$ cat src/sv/cwdrt_pkg.sv
// ----------------------------------------------------------------------------
// cwdrt_pkg
// Types and constants for the cell write front end with dirty box tracking.
// ----------------------------------------------------------------------------
package cwdrt_pkg;

  localparam int NUM_CONSOLES = 8;
  localparam int MAX_MAPPABLE = 8;
  // Consoles that can hold dirty state
  localparam int CONS_SLOTS   = (NUM_CONSOLES < MAX_MAPPABLE) ? NUM_CONSOLES : MAX_MAPPABLE;
  localparam int CONS_IDX_W   = (CONS_SLOTS > 1) ? $clog2(CONS_SLOTS) : 1;

  localparam logic [8:0] RESET_WIDTH  = 9'd160;
  localparam logic [8:0] RESET_HEIGHT = 9'd50;
  localparam logic [8:0] DIM_MAX      = 9'd256;

  typedef enum logic [1:0] {
    OP_WRITE   = 2'd0,
    OP_CLEAR   = 2'd1,
    OP_PRESENT = 2'd2
  } op_e;

  typedef enum logic [1:0] {
    CFG_GRID_WIDTH  = 2'd0,
    CFG_GRID_HEIGHT = 2'd1,
    CFG_MAPPED      = 2'd2
  } cfg_reg_e;

  typedef struct packed {
    logic [1:0]  operation;
    logic [3:0]  console;
    logic [11:0] row;
    logic [11:0] column;
    logic [20:0] codepoint;
    logic [7:0]  foreground;
    logic [7:0]  background;
    logic [15:0] attributes;
  } in_item_t;

  typedef struct packed {
    logic        store_write;
    logic [15:0] cell_address;
    logic [20:0] cell_code;
    logic [7:0]  cell_fore;
    logic [7:0]  cell_back;
    logic [15:0] cell_attr;
    logic        slow_path;
    logic        flush_valid;
    logic [7:0]  rect_x;
    logic [7:0]  rect_y;
    logic [8:0]  rect_w;
    logic [8:0]  rect_h;
  } out_item_t;

endpackage

$ cat src/sv/cell_write_dirty_rect_tracker.sv
// ----------------------------------------------------------------------------
// cell_write_dirty_rect_tracker
// Cell write front end for up to eight text consoles with dirty box tracking.
// ----------------------------------------------------------------------------
// Takes one operation per cycle while the output is not stalled (write cell,
// clear console, present console) and returns exactly one result per
// operation. The rate, output stalls aside, is one item per clock: the item
// sits in an input register, the address multiply (8 x 9 bits) and the box
// compare/select run in one stage, and the result register feeds the output.
// A console's box is updated at the same edge the result is registered, so
// the next item sees it. Writes that miss the grid or hit an unmapped console
// flag slow_path. Configuration writes are taken in any cycle (cfg_ready is
// always high) and must only be issued while the block is idle.
module cell_write_dirty_rect_tracker (
  input  logic                 clk,
  input  logic                 rst,
  input  logic                 in_valid,
  output logic                 in_ready,
  input  cwdrt_pkg::in_item_t  in_item,
  output logic                 out_valid,
  input  logic                 out_ready,
  output cwdrt_pkg::out_item_t out_item,
  input  logic                 cfg_valid,
  output logic                 cfg_ready,
  input  logic [1:0]           cfg_index,
  input  logic [8:0]           cfg_data
);
  import cwdrt_pkg::*;

  logic [8:0] grid_width;
  logic [8:0] grid_height;
  logic [7:0] mapped_consoles;

  logic       in_vld;
  in_item_t   in_q;
  out_item_t  res;
  logic       adv;

  logic                  dirty_flag   [CONS_SLOTS];
  logic [7:0]            dirty_top    [CONS_SLOTS];
  logic [7:0]            dirty_left   [CONS_SLOTS];
  logic [7:0]            dirty_bottom [CONS_SLOTS];
  logic [7:0]            dirty_right  [CONS_SLOTS];

  logic [CONS_IDX_W-1:0] idx;
  logic                  exists;
  logic                  mapped;
  logic [8:0]            w_eff;
  logic [8:0]            h_eff;
  logic                  in_grid;
  logic [7:0]            row8;
  logic [7:0]            col8;
  logic [16:0]           prod;
  logic                  cur_flag;
  logic [7:0]            cur_top, cur_left, cur_bottom, cur_right;
  logic [8:0]            h_m1, w_m1;

  logic                  box_upd;
  logic                  flag_clr;
  logic [7:0]            top_next, left_next, bottom_next, right_next;

  // Configuration
  assign cfg_ready = 1'b1;

  always_ff @(posedge clk) begin
    if (rst) begin
      grid_width      <= RESET_WIDTH;
      grid_height     <= RESET_HEIGHT;
      mapped_consoles <= '0;
    end else if (cfg_valid) begin
      case (cfg_index)
        CFG_GRID_WIDTH:  grid_width      <= cfg_data;
        CFG_GRID_HEIGHT: grid_height     <= cfg_data;
        CFG_MAPPED:      mapped_consoles <= cfg_data[7:0];
        default: ;
      endcase
    end
  end

  // Handshake: input register -> result register
  assign adv      = in_vld && (!out_valid || out_ready);
  assign in_ready = !in_vld || adv;

  always_ff @(posedge clk) begin
    if (rst) begin
      in_vld    <= 1'b0;
      out_valid <= 1'b0;
    end else begin
      if (in_ready) in_vld <= in_valid;
      if (adv) out_valid <= 1'b1;
      else if (out_ready) out_valid <= 1'b0;
    end
  end

  always_ff @(posedge clk) begin
    if (in_valid && in_ready) in_q <= in_item;
    if (adv) out_item <= res;
  end

  // Per-item datapath
  assign idx    = in_q.console[CONS_IDX_W-1:0];
  assign exists = ({1'b0, in_q.console} < 5'(CONS_SLOTS));
  assign mapped = exists && mapped_consoles[in_q.console[2:0]];

  assign w_eff  = (grid_width  > DIM_MAX) ? DIM_MAX : grid_width;
  assign h_eff  = (grid_height > DIM_MAX) ? DIM_MAX : grid_height;
  assign h_m1   = (h_eff == 9'd0) ? 9'd0 : h_eff - 9'd1;
  assign w_m1   = (w_eff == 9'd0) ? 9'd0 : w_eff - 9'd1;

  assign in_grid = (in_q.row < {3'b0, h_eff}) && (in_q.column < {3'b0, w_eff});
  assign row8    = in_q.row[7:0];
  assign col8    = in_q.column[7:0];
  // row < 256 whenever in_grid holds, so the low byte is the whole row
  assign prod    = {9'b0, row8} * {8'b0, w_eff};

  assign cur_flag   = dirty_flag[idx];
  assign cur_top    = dirty_top[idx];
  assign cur_left   = dirty_left[idx];
  assign cur_bottom = dirty_bottom[idx];
  assign cur_right  = dirty_right[idx];

  always_comb begin
    res         = '0;
    box_upd     = 1'b0;
    flag_clr    = 1'b0;
    top_next    = cur_top;
    left_next   = cur_left;
    bottom_next = cur_bottom;
    right_next  = cur_right;
    case (in_q.operation)
      OP_WRITE: begin
        if (mapped && in_grid) begin
          res.store_write  = 1'b1;
          res.cell_address = prod[15:0] + {8'b0, col8};
          res.cell_code    = in_q.codepoint;
          res.cell_fore    = in_q.foreground;
          res.cell_back    = in_q.background;
          res.cell_attr    = in_q.attributes;
          box_upd          = 1'b1;
          if (!cur_flag) begin
            top_next    = row8;
            bottom_next = row8;
            left_next   = col8;
            right_next  = col8;
          end else begin
            if (row8 < cur_top)    top_next    = row8;
            if (row8 > cur_bottom) bottom_next = row8;
            if (col8 < cur_left)   left_next   = col8;
            if (col8 > cur_right)  right_next  = col8;
          end
        end else begin
          res.slow_path = 1'b1;
        end
      end
      OP_CLEAR: begin
        if (mapped) begin
          box_upd     = 1'b1;
          top_next    = '0;
          left_next   = '0;
          bottom_next = h_m1[7:0];
          right_next  = w_m1[7:0];
        end else begin
          res.slow_path = 1'b1;
        end
      end
      OP_PRESENT: begin
        if (exists && cur_flag) begin
          res.flush_valid = 1'b1;
          res.rect_x      = cur_left;
          res.rect_y      = cur_top;
          res.rect_w      = {1'b0, cur_right} - {1'b0, cur_left} + 9'd1;
          res.rect_h      = {1'b0, cur_bottom} - {1'b0, cur_top} + 9'd1;
          flag_clr        = 1'b1;
        end
      end
      default: ;
    endcase
  end

  // Dirty state
  always_ff @(posedge clk) begin
    if (rst) begin
      for (int i = 0; i < CONS_SLOTS; i++) dirty_flag[i] <= 1'b0;
    end else if (adv) begin
      if (box_upd) dirty_flag[idx] <= 1'b1;
      else if (flag_clr) dirty_flag[idx] <= 1'b0;
    end
  end

  always_ff @(posedge clk) begin
    if (adv && box_upd) begin
      dirty_top[idx]    <= top_next;
      dirty_left[idx]   <= left_next;
      dirty_bottom[idx] <= bottom_next;
      dirty_right[idx]  <= right_next;
    end
  end

endmodule

$ cat config.mk
export PLATFORM = sky130hd
export DESIGN_NAME = cell_write_dirty_rect_tracker
export DESIGN_NICKNAME = d
export VERILOG_FILES = /design/src/sv/cwdrt_pkg.sv /design/src/sv/cell_write_dirty_rect_tracker.sv
export SDC_FILE = /design/constraint.sdc
export NUM_CORES = 1
export LEC_CHECK = 0
export ABC_AREA = 1
export BUFFER_PORTS_ARGS = -buffer_cell sky130_fd_sc_hd__buf_2
export CORE_UTILIZATION = 55
export CTS_BUF_LIST = sky130_fd_sc_hd__clkbuf_4 sky130_fd_sc_hd__clkbuf_8
export DETAILED_ROUTE_END_ITERATION = 10
export PLACE_DENSITY = 0.74
export SLEW_MARGIN = 10
export SYNTH_ARGS = -nofsm -noshare
export SYNTH_HDL_FRONTEND = slang
export SYNTH_SLANG_ARGS = --single-unit
$ cat constraint.sdc
create_clock -name clk -period 21 [get_ports clk]
set_clock_uncertainty 0.05 [all_clocks]
set_input_delay 4.2 -clock clk [delete_from_list [all_inputs] [get_ports clk]]
set_output_delay 4.2 -clock clk [all_outputs]
set_load 0.02 [all_outputs]
# After elaboration in Yosys (flattened, before gate mapping)
# Memory sizes are Yosys's and may differ from the RTL's. A register that Yosys moved wholly into a read port is not among the register bits.
# Cells that the tools add are included.
dict set report totals {
  regBits 217
  mem_bits_rw 264
  in_bits 99
  output_inout_bits 109
  word_cells 135
  mem_count 5
}
dict set report classes {
  add_sub_neg 7
  multipliers 1
  n_lt_le_gt_ge 10
  eq_ne 4
  mux 60
  n_bitwise 1
  n_reduce_logical 22
}
# name words word_bits read_ports rd_ports_with_merged_regs wr line
set mem_list {}
lappend mem_list {dirty_bottom 8 8 1 1 1 cell_write_dirty_rect_tracker.sv:42} ;# logic [7:0] dirty_bottom [CONS_SLOTS];
lappend mem_list {dirty_left 8 8 1 1 1 cell_write_dirty_rect_tracker.sv:41} ;# logic [7:0] dirty_left [CONS_SLOTS];
lappend mem_list {dirty_right 8 8 1 1 1 cell_write_dirty_rect_tracker.sv:43} ;# logic [7:0] dirty_right [CONS_SLOTS];
lappend mem_list {dirty_top 8 8 1 1 1 cell_write_dirty_rect_tracker.sv:40} ;# logic [7:0] dirty_top [CONS_SLOTS];
lappend mem_list {dirty_flag 8 1 1 1 8 cell_write_dirty_rect_tracker.sv:39} ;# logic dirty_flag [CONS_SLOTS];
# cell count
set ops {}
lappend ops {{8-bit two-way mux} 18}
lappend ops {{70-bit two-way mux} 1}
lappend ops {{8-bit case mux with 2 select lines} 4}
lappend ops {{35-bit two-way mux} 1}
lappend ops {{1-bit two-way mux} 25}
lappend ops {{12-bit by 9-bit less-than comparator with 1-bit output} 2}
lappend ops {{9-bit by 1-bit adder with 9-bit output (second input constant)} 2}
lappend ops {{9-bit greater-than comparator (second input constant)} 2}
lappend ops {{9-bit logical NOT} 2}
lappend ops {{3-bit two-way mux} 6}
lappend ops {{9-bit two-way mux} 2}
lappend ops {{8-bit by 8-bit subtractor with 9-bit output} 2}
lappend ops {{16-bit by 8-bit adder with 16-bit output} 1}
lappend ops {{8-bit greater-than comparator} 2}
lappend ops {{8-bit less-than comparator} 2}
lappend ops {{8-bit by 9-bit multiplier with 16-bit output} 1}
lappend ops {{8-bit by 1-bit subtractor with 8-bit output (second input constant)} 2}
lappend ops {{2-bit AND reduction} 5}
lappend ops {{1-bit logical AND} 7}
lappend ops {{2-bit by 1-bit == test with 1-bit output (second input constant)} 2}
lappend ops {{2-bit == test (second input constant)} 2}
lappend ops {{2-bit logical NOT} 2}
lappend ops {{3-bit by 4-bit less-than comparator with 1-bit output (second input constant)} 1}
lappend ops {{4-bit less-than comparator (second input constant)} 1}
lappend ops {{7 further kinds} 10}

# Longest topological paths before layout
dict set report logic_depth {
  ltp_word 14
  ltp_mapped 24
  ltp_nobuf 24
}

# Worst setup path after synthesis
# Ideal clock, no wire load.
dict set report synth_path {
  path_kind {input -> register}
  start {input out_ready}
  end {memory dirty_bottom[2][0], enable pin}
  setup_time_ns 0.502
  arrival_time_ns 10.215
  t_required_ns 20.448
  path_slack_ns 10.234
  cell_stages 6
  path_cell_list {inv_1 > nand2_1 > nand2_1 > inv_1 > nand2_1 > nor4_1}
}
dict set report synth_via {
  elab_chain_len 5
}
# item line
set synth_lines {}
lappend synth_lines {{from (decl)} cell_write_dirty_rect_tracker.sv:21} ;# input logic out_ready,
lappend synth_lines {{1-bit logical OR} cell_write_dirty_rect_tracker.sv:81} ;# assign adv = in_vld && (!out_valid || out_ready);
lappend synth_lines {{1-bit logical AND} cell_write_dirty_rect_tracker.sv:81}
lappend synth_lines {{via adv} cell_write_dirty_rect_tracker.sv:37} ;# logic adv;
lappend synth_lines {{1-bit logical AND} cell_write_dirty_rect_tracker.sv:191} ;# if (adv && box_upd) begin
lappend synth_lines {{1-bit two-way mux} cell_write_dirty_rect_tracker.sv:191}
lappend synth_lines {{1-bit two-way mux (not written as such)} cell_write_dirty_rect_tracker.sv:194} ;# dirty_bottom[idx] <= bottom_next;
lappend synth_lines {{to (decl)} cell_write_dirty_rect_tracker.sv:42}
# The timed path passes the listed nets, and every way through them passes these cells.

# Final worst setup path
dict set report layout_path {
  start {input out_ready}
  end {output in_ready}
}
dict set report layout_via {
  elab_chain_len 3
}
# item line
set layout_lines {}
lappend layout_lines {{1-bit logical OR} cell_write_dirty_rect_tracker.sv:81}
lappend layout_lines {{1-bit logical AND} cell_write_dirty_rect_tracker.sv:81}
lappend layout_lines {{1-bit logical OR} cell_write_dirty_rect_tracker.sv:82} ;# assign in_ready = !in_vld || adv;
lappend layout_lines {{to (decl)} cell_write_dirty_rect_tracker.sv:18} ;# output logic in_ready,
# No other way between the ends.

==> flow_summary.yaml <==
final_layout:
  multi_input_area_mm2: 0.007996
  layout-drive-gt1-share_pct: 16.18
  nets: 2691
  regArea_mm2: 0.01423
  syn_to_final_growth_pct: 12.78
  fillers: 3295
  utilization_pct: 63.35
yosys:
  synth_compound_area_share_pct: 9.020
  yosysTopAreaCell: "edfxtp_1"
  synth_most_common_cell: "edfxtp_1"
  synth_top_family_by_area: "simple AND/OR/NAND/NOR gates"
  synth_fa_ha_area_share_pct: 10.42
  synth_mux_area_share_pct: 0
  synth_area_leaders: "edfxtp_1 (57%), ha_1 (6.1%), nor2_1 (4.9%)"
  synth_seq_cells: 484
  ys_warn_count: 0
  yosys.cell_types.count: 49
  ys_seq_area_share_pct: 59.97
  synth_enable_flop_cells: 453
  syn_area_mm2: 0.02372
  async_reset_ff_share_pct: 0
  synth_top_area_share_pct: 57.35
  synthXorXnorAreaFrac_pct: 0.7385
  syn-num-nets: 2463
  ys_top_cells_by_count: "edfxtp_1 (453), nor2_1 (309), inv_1 (296)"
  synth-simple-area-share_pct: 13.26
  synth_area_per_cell_um2: 10.80
  synth_flop_cell: "edfxtp_1"
  syn_inst: 2197
power_and_ir_drop:
  power_density_mw_per_mm2: 85.24
  clock_power_share_pct: 34.0
  sw_frac_of_total_pct: 28.34
  p_total_mw: 2.280
  p_int_mw: 1.634
  seqPwrFrac_pct: 48.8
  combPwrFrac_pct: 17.2
  leakagePower_nw: 11.35
  peakVddDrop_uv: 69.52
  power.switching_mw: 0.6463
cts:
  clock-sinks: 484
  cts_buffer_depth: 3
  clk_latency_ps: 650
  ctsHtreeMaxLevel: 3
  post_cts_resized: 0
  post_cts_buffers: 0
  cts_tree: "built"
  cts_buffers: 78
  clkTransAtPathRegs_ps: 60
  root_buffer: "clkbuf_8"
  ctsHoldBuffers: 0
worst_setup_path:
  reg2reg_slack_ps: 15090
  cp_cell_sequence: "buf_2, inv_1, nand3_1, buf_2"
  timing.critical_path.mode_cell: "buf_2"
  slowest_stage: "buf_2"
  path_max_fanout: 3
  cp_slowest_stage_delay_ps: 180
  worstSetupStartpointType: "primary input"
  timing.rr.start: "grid_width[8]"
  crit_path_end_kind: "output pin"
  crit_buf_inv: 3
  r2r_end: "out_item[104]"
  critPathTopFamily: "buffers and inverters"
  path_depth: 4
  path_class: "in2out"
  cp.required_ps: 16750
  ff2ff_path_depth: 19
  arrival_ps: 4650
min_path:
  whs_endpoint: "mapped_consoles[5]"
  hold_depth: 2
  min_from: "mapped_consoles[5]"
  hp-class: "reg2reg"
place:
  gp_congestion: 0.9462
  hpwl_um: 37960
  port_buffers: 206
die:
  ioPinCount: 208
  die_h_um: 209.7
  dieArea_mm2: 0.04396
  row_count: 75
  core_area_mm2: 0.04223
  initial_core_util_pct: 56.17
  die_w_um: 209.7
drt:
  route.detailed.drc: 0
  antenna_left: 0
  drt_wl_total_um: 57000
  drt_pass1_iterations: 9
  route.detailed.wl_per_inst_um: 18.89
  num_vias: 16972
  drt_iter0_markers: 1695
  viasPerCell: 5.624
sta:
  period_needed_ps: 8901
  rsz0062_at_grt: "false"
  max_freq_mhz: 112.3
  setup_tns_ps: 0
  slew_headroom_pct: 29.04
  worst_pin_slew_ps: 1064
  finalCritPeriodShare_pct: 42.39
  setup_violations: 0
  finalHoldViolCount: 0
  drv_slew: 0
global_route:
  grt_pass1_wl_um: 88370
  antenna_found_initial: 1
  grt_max_degree: 83
  grt_usage_pct: 26.23
  grt-ovfl-total: 0
  grt_pass1_vias: 16893
status:
  status: "complete, no violations"
flow_run:
  maxCapViolations: 0
[worst register-to-register path, delay by kind of cell, from the launching register on]
| kind | cells | cell delay, ps |
|---|---|---|
| simple gates | 4 | 980 |
| buf+inv | 3 | 520 |
| flops | 1 | 470 |
| fa+ha+maj | 5 | 2430 |
| compound gates | 7 | 1200 |
[worst max-delay path by stage]
stage / to / start
after floorplan: dirty_bottom[2][0] / out_ready
after global placement: in_ready / out_ready
after detailed placement: in_ready / out_ready
after CTS: in_ready / out_ready
after global routing: in_ready / out_ready
final: in_ready / out_ready
[sequential cells by signal, summed over array words and instances (netlist names), 3 cells and up, named ones only]
| signal | flops |
|---|---|
| col8 | 8 |
| dirty_bottom | 64 |
| dirty_flag | 8 |
| dirty_left | 64 |
| dirty_right | 64 |
| dirty_top | 64 |
| grid_height | 9 |
| grid_width | 9 |
| idx | 3 |
| in_q | 72 |
| mapped_consoles | 8 |
| out_item | 106 |
[stage by stage]
stage	setup WS, ps	instances	cell area (um^2)	hold WS [ps]
2_1_floorplan	10230	2197	23720	373.9
3_3_place_gp	12100	2884	25280	386.8
3_5_place_dp	12090	2884	25280	395.7
4_1_cts	12090	3017	26750	406.0
5_1_grt	12050	3018	26750	426.5
6_report	12100	3018	26750	402.7
[cells by family after synthesis]
kind of cell	after synthesis
and+or+nand+nor	754
DFF	484
buffers and inverters	392
AOI/OAI and AO/OA	379
adders and majority gates	167
xor gates and xnor gates	20
other	1
[metal layers]
layer / vias up / global-route usage, % / wire, um
li1: 7940 / - / -
met1: 8070 / 33.38 / 22610
met2: 795 / 41.67 / 26650
met3: 167 / 6.763 / 5296
met4: 0 / 13.37 / 2433
met5: - / 0.3337 / 0
[cell type report]
type                            instances  share of cell area [%]
Sequential cell                       484                   53.19
Multi-Input combinational cell       1321                   29.89
Clock buffer                          111                   5.009
Timing Repair Buffer                  230                   4.528
Inverter                              310                   4.383
Tap cell                              539                   2.521
Clock inverter                         22                  0.4724
Antenna cell                            1                0.009355
[cell usage in the layout (no fill, tap or decap), types with 4 or more instances in the layout]
cell | Yosys | layout
a21o_1 | 4 | 4
a21oi_1 | 70 | 70
buf_2 | 25 | 206
buf_4 | 4 | 24
clkbuf_4 | 0 | 30
clkbuf_8 | 0 | 81
clkinv_1 | 7 | 16
clkinv_2 | 0 | 8
dfxtp_1 | 31 | 30
edfxtp_1 | 453 | 453
fa_1 | 51 | 51
ha_1 | 116 | 116
inv_1 | 296 | 293
inv_2 | 6 | 7
nand2_1 | 289 | 289
nand2_2 | 4 | 4
nand2_4 | 4 | 4
nand3_1 | 101 | 101
nand4_1 | 4 | 4
nor2_1 | 309 | 308
nor3_1 | 16 | 16
nor4_1 | 13 | 5
nor4_2 | 0 | 8
o211ai_1 | 9 | 9
o211ai_2 | 8 | 8
o21a_1 | 9 | 9
o21ai_0 | 198 | 198
o21ai_1 | 10 | 10
o221ai_1 | 9 | 9
o22ai_1 | 53 | 53
xor2_1 | 17 | 17
[power groups by stage]
stage	Clock [mW]	Sequential, mW	Combinational, mW
5_1_grt	0.828	1.11	0.444
4_1_cts	0.789	1.11	0.391
6_report	0.775	1.11	0.393
2_1_floorplan	0	1.13	0.272
3_5_place_dp	0	1.13	0.388
3_3_place_gp	0	1.13	0.372
No activity file was read; power rests on OpenSTA's default activity.
